`config.mk`:
```
export PLATFORM = sky130hd
export DESIGN_NAME = sorted_alarm_timer_queue_unit
export DESIGN_NICKNAME = d
export VERILOG_FILES = /design/src/satq_pkg.sv /design/src/sorted_alarm_timer_queue_unit.sv /design/src/satq_ram.sv /design/src/satq_ctrl.sv
export SDC_FILE = /design/constraint.sdc
export NUM_CORES = 2
export LEC_CHECK = 0
export BUFFER_PORTS_ARGS = -buffer_cell sky130_fd_sc_hd__buf_2
export CORE_MARGIN = 1.5
export CORE_UTILIZATION = 35
export DETAILED_ROUTE_END_ITERATION = 10
export GPL_TIMING_DRIVEN = 0
export PLACE_DENSITY = 0.53
export SYNTH_ARGS = -nofsm -noshare
export SYNTH_HDL_FRONTEND = slang
export SYNTH_SLANG_ARGS = --single-unit
```
`constraint.sdc`:
```
create_clock -name clk -period 7.22 [get_ports clk]
set_input_delay 0.361 -clock clk [delete_from_list [all_inputs] [get_ports clk]]
set_output_delay 0.361 -clock clk [all_outputs]
set_load 0.005 [all_outputs]
```
`src/satq_pkg.sv`:
```
// ----------------------------------------------------------------------------
// satq_pkg: shared types and constants of the sorted alarm timer queue
// Entry and result word layouts, status and operation codes, sequencer states.
// ----------------------------------------------------------------------------
package satq_pkg;

  localparam int QUEUE_DEPTH_DEF = 16;
  localparam int MAX_OUT         = 16;
  localparam int NW              = $clog2(MAX_OUT + 1);

  localparam logic OP_INSERT = 1'b0;
  localparam logic OP_TICK   = 1'b1;

  typedef enum logic [1:0] {
    ST_QUEUED  = 2'd0,
    ST_FIRED   = 2'd1,
    ST_DROPPED = 2'd2
  } status_t;

  typedef struct packed {
    logic [31:0] deadline;
    logic [15:0] tag;
    logic [15:0] delay;
  } entry_t;

  typedef struct packed {
    status_t     status;
    logic [15:0] tag;
    logic [15:0] delay;
    logic        last;
  } res_t;

  typedef struct packed {
    logic vld;
    res_t res;
  } emit_t;

  typedef enum logic [2:0] {
    S_IDLE,
    S_INS_CMP,
    S_INS_PUT,
    S_EMIT,
    S_TK_CMP,
    S_TK_FLUSH
  } state_t;

endpackage

```
`src/sorted_alarm_timer_queue_unit.sv`:
```
// ----------------------------------------------------------------------------
// sorted_alarm_timer_queue_unit: sorted timer queue of pending alarms
// Inserts alarms by deadline and fires the due ones on each one-second tick.
// ----------------------------------------------------------------------------
//
//  Channel  Direction  Word contents (lowest bit first)
//  -------  ---------  --------------------------------------------------
//  in_      slave      tuser: operation; tdata: delay_seconds, alarm_tag
//  out_     master     tuser: status; tdata: fired_tag, fired_delay;
//                      tlast: last_result
//
// One item is worked on at a time. An insert that lands at the tail of the
// queue passes one compare step and the emit state on its way to the output
// register; every later entry that has to move down one slot adds a compare
// step, since the entry store is read and written once per cycle while the
// walk goes back from the tail. A tick on an empty queue stays idle, one
// with nothing due ends after its compare step, and one that fires alarms
// pops them in the compare state and hands the last over from the flush
// state. Rejected and zero-delay inserts go straight to the emit state.
// Reset is synchronous and needs no clearing pass: the store is only read
// below the entry count. A stalled output only holds the sequencer when it
// has a new word to hand over; the output register keeps the waiting word.
//
// Entries live in a ring inside the store. The head pointer moves on a pop,
// so firing costs no shifting; an insert shifts only the entries after the
// new one. Up to sixteen alarms fire per tick, the rest fire on later ticks.
module sorted_alarm_timer_queue_unit #(
  parameter int QUEUE_DEPTH = satq_pkg::QUEUE_DEPTH_DEF
) (
  input  logic        clk,
  input  logic        rst_n,
  input  logic        in_tvalid,
  output logic        in_tready,
  input  logic [31:0] in_tdata,   // [15:0] delay_seconds, [31:16] alarm_tag
  input  logic [0:0]  in_tuser,   // [0] operation
  output logic        out_tvalid,
  input  logic        out_tready,
  output logic [31:0] out_tdata,  // [15:0] fired_tag, [31:16] fired_delay
  output logic [1:0]  out_tuser,  // [1:0] status
  output logic        out_tlast   // last_result
);

  localparam int AW = $clog2(QUEUE_DEPTH);

  satq_pkg::emit_t  emit;
  logic             out_free;
  logic             out_valid_r;
  satq_pkg::res_t   out_word_r;

  logic             wr_en;
  logic [AW-1:0]    wr_addr;
  satq_pkg::entry_t wr_data;
  logic             rd_en;
  logic [AW-1:0]    rd_addr;
  satq_pkg::entry_t rd_data;

  // The output register may take a new word when empty or when its word
  // leaves in this cycle.
  assign out_free = !out_valid_r || out_tready;

  satq_ctrl #(
    .DEPTH (QUEUE_DEPTH)
  ) u_ctrl (
    .clk      (clk),
    .rst_n    (rst_n),
    .in_valid (in_tvalid),
    .in_ready (in_tready),
    .in_op    (in_tuser[0]),
    .in_delay (in_tdata[15:0]),
    .in_tag   (in_tdata[31:16]),
    .out_free (out_free),
    .emit     (emit),
    .wr_en    (wr_en),
    .wr_addr  (wr_addr),
    .wr_data  (wr_data),
    .rd_en    (rd_en),
    .rd_addr  (rd_addr),
    .rd_data  (rd_data)
  );

  satq_ram #(
    .DEPTH (QUEUE_DEPTH)
  ) u_ram (
    .clk     (clk),
    .wr_en   (wr_en),
    .wr_addr (wr_addr),
    .wr_data (wr_data),
    .rd_en   (rd_en),
    .rd_addr (rd_addr),
    .rd_data (rd_data)
  );

  // Output register: control bit under reset, payload without.
  always_ff @(posedge clk) begin
    if (!rst_n) begin
      out_valid_r <= 1'b0;
    end else if (out_free) begin
      out_valid_r <= emit.vld;
    end
  end

  always_ff @(posedge clk) begin
    if (out_free && emit.vld) begin
      out_word_r <= emit.res;
    end
  end

  assign out_tvalid = out_valid_r;
  assign out_tdata  = {out_word_r.delay, out_word_r.tag};
  assign out_tuser  = out_word_r.status;
  assign out_tlast  = out_word_r.last;

endmodule

```
`src/satq_ram.sv`:
```
// ----------------------------------------------------------------------------
// satq_ram: entry store of the timer queue
// One write port and one read port; read data is registered and holds its
// value in cycles without a read.
// ----------------------------------------------------------------------------
module satq_ram #(
  parameter int DEPTH = satq_pkg::QUEUE_DEPTH_DEF
) (
  input  logic                     clk,
  input  logic                     wr_en,
  input  logic [$clog2(DEPTH)-1:0] wr_addr,
  input  satq_pkg::entry_t         wr_data,
  input  logic                     rd_en,
  input  logic [$clog2(DEPTH)-1:0] rd_addr,
  output satq_pkg::entry_t         rd_data
);

  satq_pkg::entry_t mem [DEPTH];
  satq_pkg::entry_t rd_data_r;

  always_ff @(posedge clk) begin
    if (wr_en) begin
      mem[wr_addr] <= wr_data;
    end
  end

  always_ff @(posedge clk) begin
    if (rd_en) begin
      rd_data_r <= mem[rd_addr];
    end
  end

  assign rd_data = rd_data_r;

endmodule

```
`src/satq_ctrl.sv`:
```
// ----------------------------------------------------------------------------
// satq_ctrl: sequencer of the timer queue
// Keeps the entries as a ring in the entry store, sorted from the head.
// Inserts walk back from the tail, shifting later entries by one slot;
// ticks pop due entries from the head.
// ----------------------------------------------------------------------------
module satq_ctrl #(
  parameter int DEPTH = satq_pkg::QUEUE_DEPTH_DEF
) (
  input  logic                     clk,
  input  logic                     rst_n,
  input  logic                     in_valid,
  output logic                     in_ready,
  input  logic                     in_op,
  input  logic [15:0]              in_delay,
  input  logic [15:0]              in_tag,
  input  logic                     out_free,
  output satq_pkg::emit_t          emit,
  output logic                     wr_en,
  output logic [$clog2(DEPTH)-1:0] wr_addr,
  output satq_pkg::entry_t         wr_data,
  output logic                     rd_en,
  output logic [$clog2(DEPTH)-1:0] rd_addr,
  input  satq_pkg::entry_t         rd_data
);

  localparam int AW = $clog2(DEPTH);
  localparam int CW = $clog2(DEPTH + 1);

  satq_pkg::state_t  state_r, state_nxt;
  logic [AW-1:0]     head_r, head_nxt;
  logic [CW-1:0]     count_r, count_nxt;
  logic [31:0]       now_r, now_nxt;
  logic [31:0]       dl_r, dl_nxt;
  logic [15:0]       tag_r, tag_nxt;
  logic [15:0]       delay_r, delay_nxt;
  satq_pkg::status_t status_r, status_nxt;
  logic [AW-1:0]     idx_r, idx_nxt;
  logic [satq_pkg::NW-1:0] n_r, n_nxt;
  satq_pkg::entry_t  pend_r, pend_nxt;

  satq_pkg::entry_t  new_entry;
  logic              shift_on;
  logic              due;
  logic              pop;

  // Ring position of logical offset off from the head.
  function automatic logic [AW-1:0] phys(input logic [AW-1:0] head,
                                         input logic [AW-1:0] off);
    logic [AW:0] sum;
    sum = {1'b0, head} + {1'b0, off};
    if (sum >= (AW+1)'(DEPTH)) begin
      sum = sum - (AW+1)'(DEPTH);
    end
    return sum[AW-1:0];
  endfunction

  // a comes before b when a - b is negative as a signed 32-bit value.
  function automatic logic wrap_before(input logic [31:0] a, input logic [31:0] b);
    logic [31:0] d;
    d = a - b;
    return d[31];
  endfunction

  assign new_entry = '{deadline: dl_r, tag: tag_r, delay: delay_r};
  assign shift_on  = !wrap_before(rd_data.deadline, dl_r);
  assign due       = !wrap_before(now_r, rd_data.deadline);
  assign pop       = (state_r == satq_pkg::S_TK_CMP) && due &&
                     ((n_r == '0) || out_free);
  assign in_ready  = (state_r == satq_pkg::S_IDLE);

  always_ff @(posedge clk) begin
    if (!rst_n) begin
      state_r <= satq_pkg::S_IDLE;
      head_r  <= '0;
      count_r <= '0;
      now_r   <= '0;
      n_r     <= '0;
    end else begin
      state_r <= state_nxt;
      head_r  <= head_nxt;
      count_r <= count_nxt;
      now_r   <= now_nxt;
      n_r     <= n_nxt;
    end
  end

  always_ff @(posedge clk) begin
    dl_r     <= dl_nxt;
    tag_r    <= tag_nxt;
    delay_r  <= delay_nxt;
    status_r <= status_nxt;
    idx_r    <= idx_nxt;
    pend_r   <= pend_nxt;
  end

  always_comb begin
    state_nxt  = state_r;
    head_nxt   = head_r;
    count_nxt  = count_r;
    now_nxt    = now_r;
    dl_nxt     = dl_r;
    tag_nxt    = tag_r;
    delay_nxt  = delay_r;
    status_nxt = status_r;
    idx_nxt    = idx_r;
    n_nxt      = n_r;
    pend_nxt   = pend_r;
    wr_en      = 1'b0;
    wr_addr    = phys(head_r, idx_r);
    wr_data    = new_entry;
    rd_en      = 1'b0;
    rd_addr    = head_r;
    emit       = '0;

    case (state_r)
      satq_pkg::S_IDLE: begin
        if (in_valid) begin
          tag_nxt   = in_tag;
          delay_nxt = in_delay;
          dl_nxt    = now_r + {16'd0, in_delay};
          n_nxt     = '0;
          if (in_op == satq_pkg::OP_INSERT) begin
            if (in_delay == 16'd0) begin
              status_nxt = satq_pkg::ST_FIRED;
              state_nxt  = satq_pkg::S_EMIT;
            end else if (count_r == CW'(DEPTH)) begin
              status_nxt = satq_pkg::ST_DROPPED;
              state_nxt  = satq_pkg::S_EMIT;
            end else begin
              status_nxt = satq_pkg::ST_QUEUED;
              idx_nxt    = count_r[AW-1:0];
              if (count_r == '0) begin
                state_nxt = satq_pkg::S_INS_PUT;
              end else begin
                rd_en     = 1'b1;
                rd_addr   = phys(head_r, AW'(count_r - CW'(1)));
                state_nxt = satq_pkg::S_INS_CMP;
              end
            end
          end else begin
            now_nxt = now_r + 32'd1;
            if (count_r != '0) begin
              rd_en     = 1'b1;
              rd_addr   = head_r;
              state_nxt = satq_pkg::S_TK_CMP;
            end
          end
        end
      end

      satq_pkg::S_INS_CMP: begin
        // rd_data is the entry at offset idx_r - 1.
        wr_en = 1'b1;
        if (shift_on) begin
          wr_data = rd_data;
          idx_nxt = idx_r - AW'(1);
          if (idx_r == AW'(1)) begin
            state_nxt = satq_pkg::S_INS_PUT;
          end else begin
            rd_en   = 1'b1;
            rd_addr = phys(head_r, idx_r - AW'(2));
          end
        end else begin
          count_nxt = count_r + CW'(1);
          state_nxt = satq_pkg::S_EMIT;
        end
      end

      satq_pkg::S_INS_PUT: begin
        wr_en     = 1'b1;
        count_nxt = count_r + CW'(1);
        state_nxt = satq_pkg::S_EMIT;
      end

      satq_pkg::S_EMIT: begin
        if (out_free) begin
          emit.vld        = 1'b1;
          emit.res.status = status_r;
          emit.res.tag    = tag_r;
          emit.res.delay  = delay_r;
          emit.res.last   = 1'b1;
          state_nxt       = satq_pkg::S_IDLE;
        end
      end

      satq_pkg::S_TK_CMP: begin
        // The previous popped entry waits in pend_r until it is known
        // whether another one follows it.
        if (due) begin
          if (pop) begin
            if (n_r != '0) begin
              emit.vld        = 1'b1;
              emit.res.status = satq_pkg::ST_FIRED;
              emit.res.tag    = pend_r.tag;
              emit.res.delay  = pend_r.delay;
              emit.res.last   = 1'b0;
            end
            pend_nxt  = rd_data;
            head_nxt  = phys(head_r, AW'(1));
            count_nxt = count_r - CW'(1);
            n_nxt     = n_r + satq_pkg::NW'(1);
            if ((count_r != CW'(1)) &&
                (n_r != satq_pkg::NW'(satq_pkg::MAX_OUT - 1))) begin
              rd_en   = 1'b1;
              rd_addr = phys(head_r, AW'(1));
            end else begin
              state_nxt = satq_pkg::S_TK_FLUSH;
            end
          end
        end else if (n_r != '0) begin
          state_nxt = satq_pkg::S_TK_FLUSH;
        end else begin
          state_nxt = satq_pkg::S_IDLE;
        end
      end

      satq_pkg::S_TK_FLUSH: begin
        if (out_free) begin
          emit.vld        = 1'b1;
          emit.res.status = satq_pkg::ST_FIRED;
          emit.res.tag    = pend_r.tag;
          emit.res.delay  = pend_r.delay;
          emit.res.last   = 1'b1;
          state_nxt       = satq_pkg::S_IDLE;
        end
      end

      default: begin
        state_nxt = satq_pkg::S_IDLE;
      end
    endcase
  end

  a_count_max: assert property (@(posedge clk) disable iff (!rst_n)
    count_r <= CW'(DEPTH))
    else $error("entry count above queue depth");

  a_n_max: assert property (@(posedge clk) disable iff (!rst_n)
    n_r <= satq_pkg::NW'(satq_pkg::MAX_OUT))
    else $error("too many alarms fired in one tick");

  a_ins_idx: assert property (@(posedge clk) disable iff (!rst_n)
    (state_r == satq_pkg::S_INS_CMP) |-> (idx_r != '0) && (CW'(idx_r) <= count_r))
    else $error("insert walk index out of range");

  a_pop_count: assert property (@(posedge clk) disable iff (!rst_n)
    pop |=> count_r == $past(count_r) - CW'(1))
    else $error("pop did not shrink the queue");

  a_port_clash: assert property (@(posedge clk) disable iff (!rst_n)
    (wr_en && rd_en) |-> (wr_addr != rd_addr))
    else $error("read and write hit the same entry");

endmodule

```
==> results.txt <==
The run finished with clean final reports. The kind of cell adding the most delay to the critical path is simple AND/OR/NAND/NOR gates. The worst endpoint required time came out at 7.71 ns. The number of endpoints with negative hold slack in the final report is 0. Once placement finished, the instance area stood at 0.05597 mm2. The residual overflow from global routing is 0. After detailed routing, the number of remaining DRC violations is 0.

The post-CTS resize count is 0. The library cell used most frequently in the layout, excluding fill and tap cells, is edfxtp_1. Headroom to the max-slew limit came out at 13.96%.

The highest cell delay on the worst timing path is 0.74 ns. The termination of the worst setup path is u_ram.rd_data[2]$_DFFE_PP_. The min-delay analysis places its worst path in the category in2reg. The utilization after layout came out at 41.46%. The initial utilization of the core area, before any placement, comes to 35.36%. The detailed router's first-iteration violation count came out at 2813. The worst supply voltage drop on vdd came out at 0.2437 mV.

The cell seen most often among critical-path stages is buf_2. The post-synthesis sequential element count is 1275. Summed over all cells, the static leakage comes to 20.24 nW. The via density per instance came out at 5.311.

The count of buffers inserted at the top-level ports is 72. The average instance in the mapped netlist occupies 16.56 um2. The maximum number of pins on one net before global-route repair is 46. For this design the ratio of total power to cell area is 414.3 mW/mm2. The finished cells cover 0.06057 mm2.

Of all nets on the critical path, the largest fanout is 10. The worst-case reg-to-reg path depth came out at 15. The final setup skew is 0.04558 ns.

The number of setup buffers added after CTS is 0. The clock insertion delay at the later pin of the skew report came out at 0.78 ns. In this run the cell area of the synthesized design comes to 0.05166 mm2.

The synthesized design contains 1225 enable-type register cells. For this run, the post-layout net count is 3576. The highest clock rate came out at 163.1 MHz. The critical path class is reg2reg. TritonCTS built the clock tree. Global routing consumed, over all layers together, 19.16% of the routing resources. The share of flip-flops with an asynchronous set or reset came out at 0%.

The final-layout worst hold slack came out at 0.1231 ns. The cell row count is 140. The number of buffers inserted during clock tree synthesis came out at 138.

STA classifies the critical path endpoint as a flop. The critical path goes through ha_1 > nand4_1 > nor3_2 > nand2_1 > nor4_1 > nor2_1 > xnor2_2 > a31oi_1 > o2111ai_1 > clkbuf_1 > buf_2 > buf_2 > mux2i_1 > o22ai_1 > or4_1. The area of the die came out at 0.1499 mm2. The post-detailed-route count of antenna-violating nets came out at 0. Counting distinct cell types in the post-synthesis netlist gives 68. The H-tree depth reported by CTS is 4.

Clock-pin slew was measured on the worst setup and hold paths at 0.06 ns. The max-capacitance violation count came out at 0. The most critical setup path has its startpoint at u_ram.rd_data[62]$_DFFE_PP_.

The master cell of the clock root buffer is clkbuf_16. The endpoint of the worst-slack reg-to-reg timing path is u_ram.rd_data[2]$_DFFE_PP_. The sequential fraction of the synthesis area came out at 73.15%. The worst register-to-register path begins at u_ram.rd_data[62]$_DFFE_PP_. Among all flip-flop cells after synthesis, the most frequent one is edfxtp_1. After layout, the worst path uses 84.94% of the clock period. The post-detailed-route wirelength per cell came out at 26.68 um. The count of clock tree sinks is 1275.

The launching element type of the critical path is a flop. The detailed router placed 28980 vias in this run. Routability-driven placement finished with a final weighted congestion of 0.8593. The relative area change from synthesis to final layout came out at 17.26%. The number of detailed-route iterations in the first pass came out at 5. The final-report max-slew violation count came out at 0. In this run the register-to-register setup slack is 1.09 ns. Summed over all layers, the routed wires come to 145600 um. The setup violation total in the final timing report came out at 0. On the critical path, the stage with the largest delay is an instance of nor4_1.

The number of antenna violations at the first check in global routing is 11. The core region area is 0.1461 mm2. The clock period could shrink to 6.133 ns. The width of the die is 387.2 um. The die height is 387.2 um. The number of nets in the synthesized netlist is 3257. The source of the worst hold timing path is rst_n. The total number of yosys warnings is 0. Synthesis produced 3120 cells.

The placed wire-length estimate after detailed placement came out at 94290 um. The number of global-route vias before repair is 28480. The number of stages on the worst setup path came out at 15. The transition time at the pin with the least slew margin is 1.291 ns. Of the cells placed in the final design, the portion with a size suffix greater than 1 is 14.44%. The arrival time reported for the critical path endpoint came out at 6.62 ns. The first global-routing pass estimated 206000 um of wire. Setup repair after global routing left no endpoint under its margin. The maximum clock path buffer count is 3. The number of buffers and inverters on the critical path came out at 3. For this design the top-level I/O count stands at 74. In the layout the commonest cells are 1225 x edfxtp_1, 516 x mux2i_1, 258 x o22ai_1.
layout make-up:
| class | instances | area (um2) |
|---|---|---|
| Tap cell | 1917 | 2399 |
| Fill cell | 13310 | 85520 |
| Inverter | 93 | 351.6 |
| Clock buffer | 181 | 3772 |
| Buffer | 143 | 740.7 |
| Timing Repair Buffer | 179 | 2108 |
| Sequential cell | 1275 | 37790 |
| Clock inverter | 58 | 498.0 |
| Antenna cell | 1 | 2.502 |
| Multi-Input combinational cell | 1609 | 12910 |
sequential cells by signal, summed over array words and instances, names as in the netlist, 2 cells and up:
| signal | flops |
|---|---|
| out_tdata | 32 |
| u_ctrl.n_r | 5 |
| u_ctrl.idx_r | 4 |
| u_ctrl.dl_r | 32 |
| u_ram.rd_data | 64 |
| u_ctrl.count_r | 5 |
| u_ctrl.head_r | 4 |
| u_ctrl.tag_r | 16 |
| u_ctrl.status_r | 2 |
| u_ram.mem | 1024 |
| out_tuser | 2 |
| u_ctrl.delay_r | 16 |
| u_ctrl.state_r | 3 |
| u_ctrl.now_r | 32 |
| u_ctrl.pend_r | 32 |
worst reg2reg max path, cell delays in order (launching register included):
cell	delay, ns
edfxtp_1	0.39
ha_1	0.34
nand4_1	0.25
nor3_2	0.38
nand2_1	0.18
nor4_1	0.74
nor2_1	0.19
xnor2_2	0.43
a31oi_1	0.24
o2111ai_1	0.15
clkbuf_1	0.44
buf_2	0.51
buf_2	0.55
mux2i_1	0.31
o22ai_1	0.11
or4_1	0.64
synthesized netlist by cell type (all sizes together) (7+ instances only):
library cell	n	share of area [%]
and3	17	0.21
nor3	12	0.13
mux2	36	0.78
inv	93	0.68
o22ai	258	3.1
o21ai	61	0.59
edfxtp	1225	71
clkbuf	32	0.23
nor2b	12	0.15
nor2	58	0.42
nand3	27	0.27
nand4	22	0.27
dfxtp	50	1.9
a21oi	51	0.49
mux2i	516	10
xor2	30	0.51
or4	67	0.97
xnor2	54	0.93
and2	37	0.45
a21boi	8	0.12
a22o	32	0.54
a211oi	7	0.10
ha	96	2.3
buf	111	1.2
or3	13	0.16
nand2	110	0.80
a21o	9	0.13
stage by stage:
step / TNS, ns / instances / power [W] / setup WS (ns)
CTS: 0 / 5454 / 0.02526 / 1.093
floorplan: 0 / 3120 / 0.01531 / 2.365
finish: 0 / 5456 / 0.02510 / 1.087
global placement: -2001.19 / 5109 / 0.01827 / -2.537
global route: 0 / 5455 / 0.02610 / 0.8315
detailed placement: 0 / 5183 / 0.01847 / 1.142
worst min path at each step:
stage                                       endpoint  slack, ns  cells after the start
global placement         u_ctrl.pend_r[13]$_DFFE_PP_       0.43                      0
global route        u_ctrl.status_r[1]$_SDFFCE_PP0P_        0.1                      2
detailed placement       u_ctrl.pend_r[24]$_DFFE_PP_       0.43                      0
finish                  u_ctrl.now_r[1]$_SDFFE_PN0P_       0.12                      2
floorplan                 u_ctrl.pend_r[0]$_DFFE_PP_       0.42                      0
CTS                 u_ctrl.status_r[1]$_SDFFCE_PP0P_       0.05                      2
cells by family after synthesis:
logic type	count (synthesis)	synth area share (%)
flip-flops	1275	73.15
adder cells (fa/ha/maj)	100	2.480
multiplexers	552	10.78
buffers and inverters	236	2.102
XOR/XNOR	84	1.439
AO/OA/AOI/OAI	469	5.835
AND/OR/NAND/NOR	404	4.210
power breakdown:
| group | internal, W | switching, W |
|---|---|---|
| clock | 0.00392 | 0.00285 |
| combinational | 0.00273 | 0.00527 |
| sequential | 0.00997 | 0.000353 |
layer usage:
layer	share of wire [%]	global-route usage, %	wire (um)
met2	45	29.18	64980
met4	2.0	4.853	2881
met3	7.5	4.240	10870
met5	0.076	0	111
met1	46	27.66	66750
what timing repair did:
action | CTS | global route
hold buffers | 32 | 0
endpoints found under the hold margin | 32 | 0
setup endpoints to repair | 0 | 0
(Power assumes the default switching activity.)
